**src/sv/qdd_pkg.sv**
```systemverilog
// Shared types, constants and a helper function of the quadrature detent decoder.
package qdd_pkg;

    localparam int unsigned PhaseW = 2;
    localparam int unsigned CountW = 6;
    localparam int unsigned CfgW   = 5;

    typedef logic [PhaseW-1:0]        phase_t;
    typedef logic signed [1:0]        dir_t;
    typedef logic signed [CountW-1:0] count_t;
    typedef logic [CfgW-1:0]          cfg_t;

    // One registered sample travelling from the input stage to the core.
    typedef struct packed {
        logic   valid;
        phase_t phase;
    } qdd_item_t;

    localparam cfg_t DETENT_LIMIT  = 5'd16;
    localparam cfg_t DEFAULT_EDGES = 5'd4;

    localparam phase_t PHASE_REST_LOW  = 2'b00;
    localparam phase_t PHASE_REST_HIGH = 2'b11;

    localparam dir_t DIR_NONE = 2'sb00;
    localparam dir_t DIR_CW   = 2'sb01;
    localparam dir_t DIR_CCW  = 2'sb11;

    // Transition table indexed by {previous phase, new phase}.
    localparam dir_t STEP_TABLE [16] = '{
        DIR_NONE, DIR_CW,   DIR_CCW,  DIR_NONE,
        DIR_CCW,  DIR_NONE, DIR_NONE, DIR_CW,
        DIR_CW,   DIR_NONE, DIR_NONE, DIR_CCW,
        DIR_NONE, DIR_CCW,  DIR_CW,   DIR_NONE
    };

    // Zero selects the default, values above the limit saturate.
    function automatic cfg_t effective_edges(input cfg_t raw);
        cfg_t res;
        if (raw == '0) begin
            res = DEFAULT_EDGES;
        end else if (raw > DETENT_LIMIT) begin
            res = DETENT_LIMIT;
        end else begin
            res = raw;
        end
        return res;
    endfunction

endpackage

```
**src/sv/qdd_in_stage.sv**
```systemverilog
// Input register stage: captures one A/B sample request from the slave side.
module qdd_in_stage (
    input  logic              aclk,
    input  logic              aresetn,
    input  logic              s_tvalid,
    output logic              s_tready,
    input  logic [7:0]        s_tdata,
    input  logic              core_ready,
    output qdd_pkg::qdd_item_t item
);

    logic              valid_reg;
    logic              valid_next;
    qdd_pkg::phase_t   phase_reg;
    logic              load;

    assign s_tready = !valid_reg || core_ready;
    assign load     = s_tvalid && s_tready;

    always_comb begin
        valid_next = valid_reg;
        if (load) begin
            valid_next = 1'b1;
        end else if (core_ready) begin
            valid_next = 1'b0;
        end
    end

    always_ff @(posedge aclk) begin
        if (!aresetn) begin
            valid_reg <= 1'b0;
        end else begin
            valid_reg <= valid_next;
        end
    end

    // Phase is (A << 1) | B; A sits in bit 0 of tdata and B in bit 1.
    always_ff @(posedge aclk) begin
        if (load) begin
            phase_reg <= {s_tdata[0], s_tdata[1]};
        end
    end

    assign item.valid = valid_reg;
    assign item.phase = phase_reg;

endmodule

```
**src/sv/qdd_core.sv**
```systemverilog
// Decoder core: transition lookup, edge accumulator, detent decision and result register.
module qdd_core (
    input  logic               aclk,
    input  logic               aresetn,
    input  qdd_pkg::qdd_item_t item,
    output logic               core_ready,
    input  qdd_pkg::cfg_t      edges,
    output logic               m_tvalid,
    input  logic               m_tready,
    output logic [7:0]         m_tdata
);

    logic              primed_reg;
    logic              primed_next;
    qdd_pkg::phase_t   last_phase_reg;
    qdd_pkg::phase_t   last_phase_next;
    qdd_pkg::count_t   edge_count_reg;
    qdd_pkg::count_t   edge_count_next;
    logic              out_valid_reg;
    logic              out_valid_next;
    qdd_pkg::dir_t     dir_reg;
    qdd_pkg::dir_t     dir_next;

    logic              advance;
    qdd_pkg::dir_t     step;
    qdd_pkg::count_t   sum;
    qdd_pkg::count_t   lim;
    logic              hit_pos;
    logic              hit_neg;
    logic              at_rest;

    assign core_ready = !out_valid_reg || m_tready;
    assign advance    = item.valid && core_ready;

    assign step    = qdd_pkg::STEP_TABLE[{last_phase_reg, item.phase}];
    assign sum     = edge_count_reg + {{(qdd_pkg::CountW-2){step[1]}}, step};
    assign lim     = {1'b0, edges};
    assign hit_pos = (sum >= lim);
    assign hit_neg = (sum <= -lim);
    assign at_rest = (item.phase == qdd_pkg::PHASE_REST_LOW)
                  || (item.phase == qdd_pkg::PHASE_REST_HIGH);

    always_comb begin
        primed_next     = primed_reg;
        last_phase_next = last_phase_reg;
        edge_count_next = edge_count_reg;
        dir_next        = qdd_pkg::DIR_NONE;
        if (!primed_reg) begin
            primed_next     = 1'b1;
            last_phase_next = item.phase;
            edge_count_next = '0;
        end else if (step != qdd_pkg::DIR_NONE) begin
            last_phase_next = item.phase;
            edge_count_next = sum;
            if (hit_pos || hit_neg) begin
                if (at_rest) begin
                    edge_count_next = '0;
                    dir_next        = hit_pos ? qdd_pkg::DIR_CW : qdd_pkg::DIR_CCW;
                end else begin
                    edge_count_next = hit_pos ? lim : -lim;
                end
            end
        end
    end

    always_comb begin
        out_valid_next = out_valid_reg;
        if (advance) begin
            out_valid_next = 1'b1;
        end else if (m_tready) begin
            out_valid_next = 1'b0;
        end
    end

    always_ff @(posedge aclk) begin
        if (!aresetn) begin
            primed_reg     <= 1'b0;
            last_phase_reg <= '0;
            edge_count_reg <= '0;
            out_valid_reg  <= 1'b0;
        end else begin
            out_valid_reg <= out_valid_next;
            if (advance) begin
                primed_reg     <= primed_next;
                last_phase_reg <= last_phase_next;
                edge_count_reg <= edge_count_next;
            end
        end
    end

    always_ff @(posedge aclk) begin
        if (advance) begin
            dir_reg <= dir_next;
        end
    end

    assign m_tvalid = out_valid_reg;
    assign m_tdata  = {6'b0, dir_reg};

    // The accumulator never leaves the range of the largest detent limit.
    a_count_bounded: assert property (@(posedge aclk) disable iff (!aresetn)
        (edge_count_reg <= $signed({1'b0, qdd_pkg::DETENT_LIMIT}))
        && (edge_count_reg >= -$signed({1'b0, qdd_pkg::DETENT_LIMIT})))
        else $error("edge accumulator out of range");

    // A reported detent always leaves the accumulator cleared.
    a_report_clears: assert property (@(posedge aclk) disable iff (!aresetn)
        (advance && dir_next != qdd_pkg::DIR_NONE) |=> (edge_count_reg == '0))
        else $error("accumulator not cleared after a detent");

    // The priming sample never reports and always primes.
    a_prime_silent: assert property (@(posedge aclk) disable iff (!aresetn)
        (advance && !primed_reg) |=> (primed_reg && dir_reg == qdd_pkg::DIR_NONE))
        else $error("priming sample reported a direction");

endmodule

```
**src/sv/quadrature_detent_decoder.sv**
```systemverilog
// Top level of the quadrature detent decoder: configuration register and stage wiring.
//
// Each slave request carries one sampled A/B pair from a rotary encoder and
// produces exactly one master request with a direction: +1 clockwise, -1
// counter-clockwise, 0 when no detent was completed. The first sample after
// reset only records the starting phase. Valid single-bit transitions move an
// edge accumulator; repeats and double changes are ignored. When the
// accumulator reaches the edges-per-detent count, a click is reported if the
// encoder sits at a rest phase (both channels low or both high), otherwise the
// accumulator holds at the limit until it does. The block accepts one sample
// every clock while results are taken on the master side. An accepted sample
// is held in the input register, and its result in the result register until
// the master side takes it. The rate is set by the combinational table
// lookup and accumulator update in the core between the input and result
// registers. A result that waits on the master side holds the core; the input
// register can still capture one more sample, and after that s_tready stays
// low until the waiting result is taken. s_tready follows m_tready in the same
// cycle. The edges-per-detent register is written through the cfg port, is
// always ready, and should only be changed while no samples are in flight;
// zero selects four per detent and values above sixteen are treated as sixteen.
module quadrature_detent_decoder (
    input  logic       aclk,
    input  logic       aresetn,
    input  logic       s_tvalid,
    output logic       s_tready,
    input  logic [7:0] s_tdata,   // [0] phase_a, [1] phase_b, [7:2] zero
    output logic       m_tvalid,
    input  logic       m_tready,
    output logic [7:0] m_tdata,   // [1:0] direction (signed), [7:2] zero
    input  logic       cfg_valid,
    output logic       cfg_ready,
    input  logic [4:0] cfg_data   // [4:0] detent_edges
);

    qdd_pkg::cfg_t      edges_reg;
    qdd_pkg::cfg_t      edges_next;
    qdd_pkg::qdd_item_t item;
    logic               core_ready;

    // The register always takes a write in the cycle it is offered.
    assign cfg_ready = 1'b1;

    always_comb begin
        edges_next = edges_reg;
        if (cfg_valid && cfg_ready) begin
            edges_next = cfg_data;
        end
    end

    always_ff @(posedge aclk) begin
        if (!aresetn) begin
            edges_reg <= qdd_pkg::DEFAULT_EDGES;
        end else begin
            edges_reg <= edges_next;
        end
    end

    qdd_in_stage u_in_stage (
        .aclk       (aclk),
        .aresetn    (aresetn),
        .s_tvalid   (s_tvalid),
        .s_tready   (s_tready),
        .s_tdata    (s_tdata),
        .core_ready (core_ready),
        .item       (item)
    );

    qdd_core u_core (
        .aclk       (aclk),
        .aresetn    (aresetn),
        .item       (item),
        .core_ready (core_ready),
        .edges      (qdd_pkg::effective_edges(edges_reg)),
        .m_tvalid   (m_tvalid),
        .m_tready   (m_tready),
        .m_tdata    (m_tdata)
    );

endmodule
```
**config.mk**
```make
export PLATFORM = sky130hd
export DESIGN_NAME = quadrature_detent_decoder
export DESIGN_NICKNAME = d
export VERILOG_FILES = /design/src/sv/qdd_pkg.sv /design/src/sv/qdd_in_stage.sv /design/src/sv/qdd_core.sv /design/src/sv/quadrature_detent_decoder.sv
export SDC_FILE = /design/constraint.sdc
export NUM_CORES = 1
export LEC_CHECK = 0
export BUFFER_PORTS_ARGS = -buffer_cell sky130_fd_sc_hd__buf_2
export CORE_ASPECT_RATIO = 1.4
export CORE_MARGIN = 3
export CORE_UTILIZATION = 40
export DETAILED_ROUTE_END_ITERATION = 8
export PLACE_DENSITY_LB_ADDON = 0.25
export SYNTH_ARGS = -nofsm -noshare
export SYNTH_HDL_FRONTEND = slang
export SYNTH_SLANG_ARGS = --single-unit
```
**constraint.sdc**
```tcl
create_clock -name aclk -period 4.25 [get_ports aclk]
set_input_delay 0.425 -clock aclk [delete_from_list [all_inputs] [get_ports aclk]]
set_output_delay 0.425 -clock aclk [all_outputs]
set_load 0.005 [all_outputs]
```
==> impl_metrics.json <==
{
  "hp-class": "primary input to flip-flop",
  "tightestPinTransition_ns": 0.492,
  "critPathTopFamily": "compound AO/OA/AOI/OAI gates",
  "setup_viol": 0,
  "crit_end": "u_core.dir_reg[1]$_SDFFCE_PN0P_",
  "root_buffer": "clkbuf_8",
  "wl_per_cell_microns": 12.9,
  "cp.depth": 15,
  "cts_tree": "done",
  "wl_microns": 2920,
  "r2r_slack_ns": 0.28,
  "fin_nets": 225,
  "cts.path.max_buffers": 2,
  "power_w": 0.000555,
  "syn_to_final_growth_pct": 11.6,
  "fmax_ghz": 0.252,
  "die_w_microns": 58.8,
  "cp.required_ns": 4.26,
  "place.gp.congestion": 0.767,
  "drt_pass1_iterations": 4,
  "antenna_found_initial": 0,
  "synthCells": 168,
  "synth-seq-area-share_pct": 28.3,
  "p_per_area_nw_per_um2": 319,
  "row_count": 26,
  "clkSinkCount": 20,
  "antennaDiodeCount": 0,
  "die_h_microns": 79.9,
  "drt_iter0_markers": 6,
  "grt_usage_pct": 13.8,
  "fin_crit_ns": 3.97,
  "max_stage_delay_ns": 0.57,
  "async_flop_share_pct": 0,
  "fin_tns_setup_ns": 0,
  "path_max_fanout": 8,
  "fin_skew_ns": 0.00766,
  "path_class": "flip-flop to flip-flop",
  "drv_slew": 0,
  "viasPerCell": 5.19,
  "final-hold-violation-count": 0,
  "grt_pass1_vias": 1220,
  "avgSynthCellArea_sq_um": 9.28,
  "rr_endpoint": "u_core.dir_reg[1]$_SDFFCE_PN0P_",
  "ys_top_cells_by_area": "dfxtp_1 (21%), ha_1 (16%), edfxtp_1 (7.7%)",
  "synth-warning-count": 0,
  "grt_pass1_wl_microns": 5020,
  "yosysTopAreaCell": "dfxtp_1",
  "via_count": 1177,
  "r2r_start": "u_in_stage.phase_reg[0]$_DFFE_PP_",
  "io_pins": 29,
  "arrival_ns": 3.98,
  "cp_common_cell": "ha_1",
  "crit_buf_inv": 1,
  "final_antenna_net_count": 0,
  "die_area_sq_um": 4690,
  "ys_types": 42,
  "startpoint": "u_in_stage.phase_reg[0]$_DFFE_PP_",
  "path_cells": "inv_1, ha_1, mux4_2, ha_1, a211oi_1, o21bai_1, a21oi_2, xnor2_4, ha_1, and3_1, a221oi_1, o2111a_1, nor3_4, nor3b_2, and2b_1",
  "start_kind": "flip-flop",
  "drc": 0,
  "cts_hold_buf": 0,
  "overflow": 0,
  "portBuffers": 15,
  "max-vdd-ir-drop_mv": 0.303,
  "largest_reg_flops": 6,
  "synth_top_flop_cell": "dfxtp_1",
  "rsz0062_at_grt": "no",
  "critPathSlowestCell": "mux4_2",
  "drv_cap": 0,
  "clock_latency_ns": 0.26,
  "core_sq_um": 3710,
  "start_util_pct": 42.0,
  "netlist.area_leader.share_pct": 20.5,
  "ys_ff_latch": 20,
  "worstRegToRegCells": 15,
  "dp_hpwl_microns": 2470,
  "status": "completed",
  "drive_above_1_share_pct": 16.2,
  "worst_setup_path_end_kind": "flip-flop",
  "grt_max_degree": 13,
  "period_share_pct": 93.4,
  "cts_buffers": 3,
  "synth_edf_count": 4,
  "power_leakage_nw": 0.782,
  "synth_area_sq_um": 1560,
  "clk_pin_slew_ns": 0.07,
  "htree_levels": 1,
  "slew_headroom_pct": 66.9
}
-- cells in the mapped netlist (all sizes together), types with 2 or more instances --
cell    instances
conb            2
nor2b          10
xor2            5
a21o            2
nand3           3
clkbuf          3
inv            12
and2            2
o21bai          2
o21ai           8
ha             20
a211oi          2
mux2i           8
dfxtp          16
nand2b          3
edfxtp          4
buf             8
nor2            7
xnor2           6
nor3            2
nand2          13
o21a            3
a21oi           8
o31ai           3
and3            2
a32oi           4
-- power by group --
group	switching, W	leakage [nW]	internal [W]	total [W]
logic	0.0000889	0.577	0.0000718	0.000161
registers	0.00000750	0.169	0.000202	0.000210
clock network	0.0000593	0.0357	0.000126	0.000185
total	0.000156	0.782	0.000400	0.000555
-- final cells by class --
| cell class | count | area, sq um |
|---|---|---|
| Fill cell | 376 | 1970 |
| Multi-Input combinational cell | 131 | 1030 |
| Sequential cell | 20 | 440 |
| Timing Repair Buffer | 18 | 97.6 |
| Tap cell | 42 | 52.6 |
| Inverter | 12 | 45.0 |
| Clock buffer | 3 | 41.3 |
| Clock inverter | 1 | 30.0 |
-- kinds of logic after synthesis --
| logic type | synth area share (%) |
|---|---|
| and+or+nand+nor | 17.4 |
| muxes | 6.58 |
| adders and majority gates | 17.3 |
| DFF | 28.3 |
| xor gates and xnor gates | 7.87 |
| AOI/OAI and AO/OA | 14.8 |
| other | 0.482 |
| buffers and inverters | 7.22 |
-- metal layers --
layer / wire (microns) / global-route usage (%) / vias up
li1: - / - / 608
met1: 1200 / 14.2 / 539
met2: 1570 / 26.1 / 24
met3: 75 / 1.62 / 6
met4: 77 / 6.80 / 0
met5: 0 / 0 / -
-- worst min-delay path by stage --
stage | slack, ns | cells after the start | start | to
after floorplan | 0.44 | 2 | u_core.edge_count_reg[2]$_SDFFE_PN0P_ | u_core.edge_count_reg[2]$_SDFFE_PN0P_
after global routing | 0.33 | 1 | s_tdata[1] | u_in_stage.phase_reg[0]$_DFFE_PP_
after detailed placement | 0.47 | 1 | u_core.primed_reg$_SDFFE_PN0P_ | u_core.primed_reg$_SDFFE_PN0P_
after CTS | 0.33 | 1 | s_tdata[0] | u_in_stage.phase_reg[1]$_DFFE_PP_
after global placement | 0.46 | 1 | u_core.primed_reg$_SDFFE_PN0P_ | u_core.primed_reg$_SDFFE_PN0P_
final | 0.34 | 1 | s_tdata[0] | u_in_stage.phase_reg[1]$_DFFE_PP_
-- metrics by stage --
stage | util (%) | cells | setup WS [ns] | hold WS, ns | cell area (sq um)
after floorplan | - | 174 | 0.521 | 0.443 | 1580
after global placement | 44.7 | 222 | 0.228 | 0.463 | 1660
after detailed placement | 44.7 | 222 | 0.172 | 0.475 | 1660
after CTS | 46.6 | 226 | 0.128 | 0.328 | 1730
after global routing | 46.9 | 227 | 0.0114 | 0.328 | 1740
final | 46.9 | 227 | 0.279 | 0.340 | 1740
-- worst register-to-register path, delay by kind of cell (launching register included) --
kind / cells / cell delay (ns)
buffers and inverters: 1 / 0.09
muxes: 1 / 0.57
DFF: 1 / 0.39
AOI/OAI and AO/OA: 5 / 0.97
and+or+nand+nor: 4 / 0.79
xor gates and xnor gates: 1 / 0.18
adders and majority gates: 3 / 0.73
-- placed cells by master (no fill, tap or decap), types with 2 or more instances in the layout --
master,n
o21bai_1,2
a211oi_1,2
nor2b_1,10
and3_1,2
clkbuf_8,3
a21o_1,2
conb_1,8
edfxtp_1,4
buf_2,15
nor2_1,6
ha_1,20
and2_1,2
inv_1,12
xnor2_1,5
o21a_1,3
nand3_1,3
o21ai_1,2
mux2i_1,8
dfxtp_1,16
xor2_1,4
o21ai_0,6
nand2_1,13
nand2b_1,3
o31ai_1,3
a21oi_1,7
a32oi_1,4
buf_4,3
-- timing repair --
item | 4_1_cts | 5_1_grt
hold endpoints to repair | 0 | 0
setup buffers | 0 | 1
setup endpoints to repair | 0 | 5
gates resized for setup | 0 | 1
(Power assumes the default switching activity.)
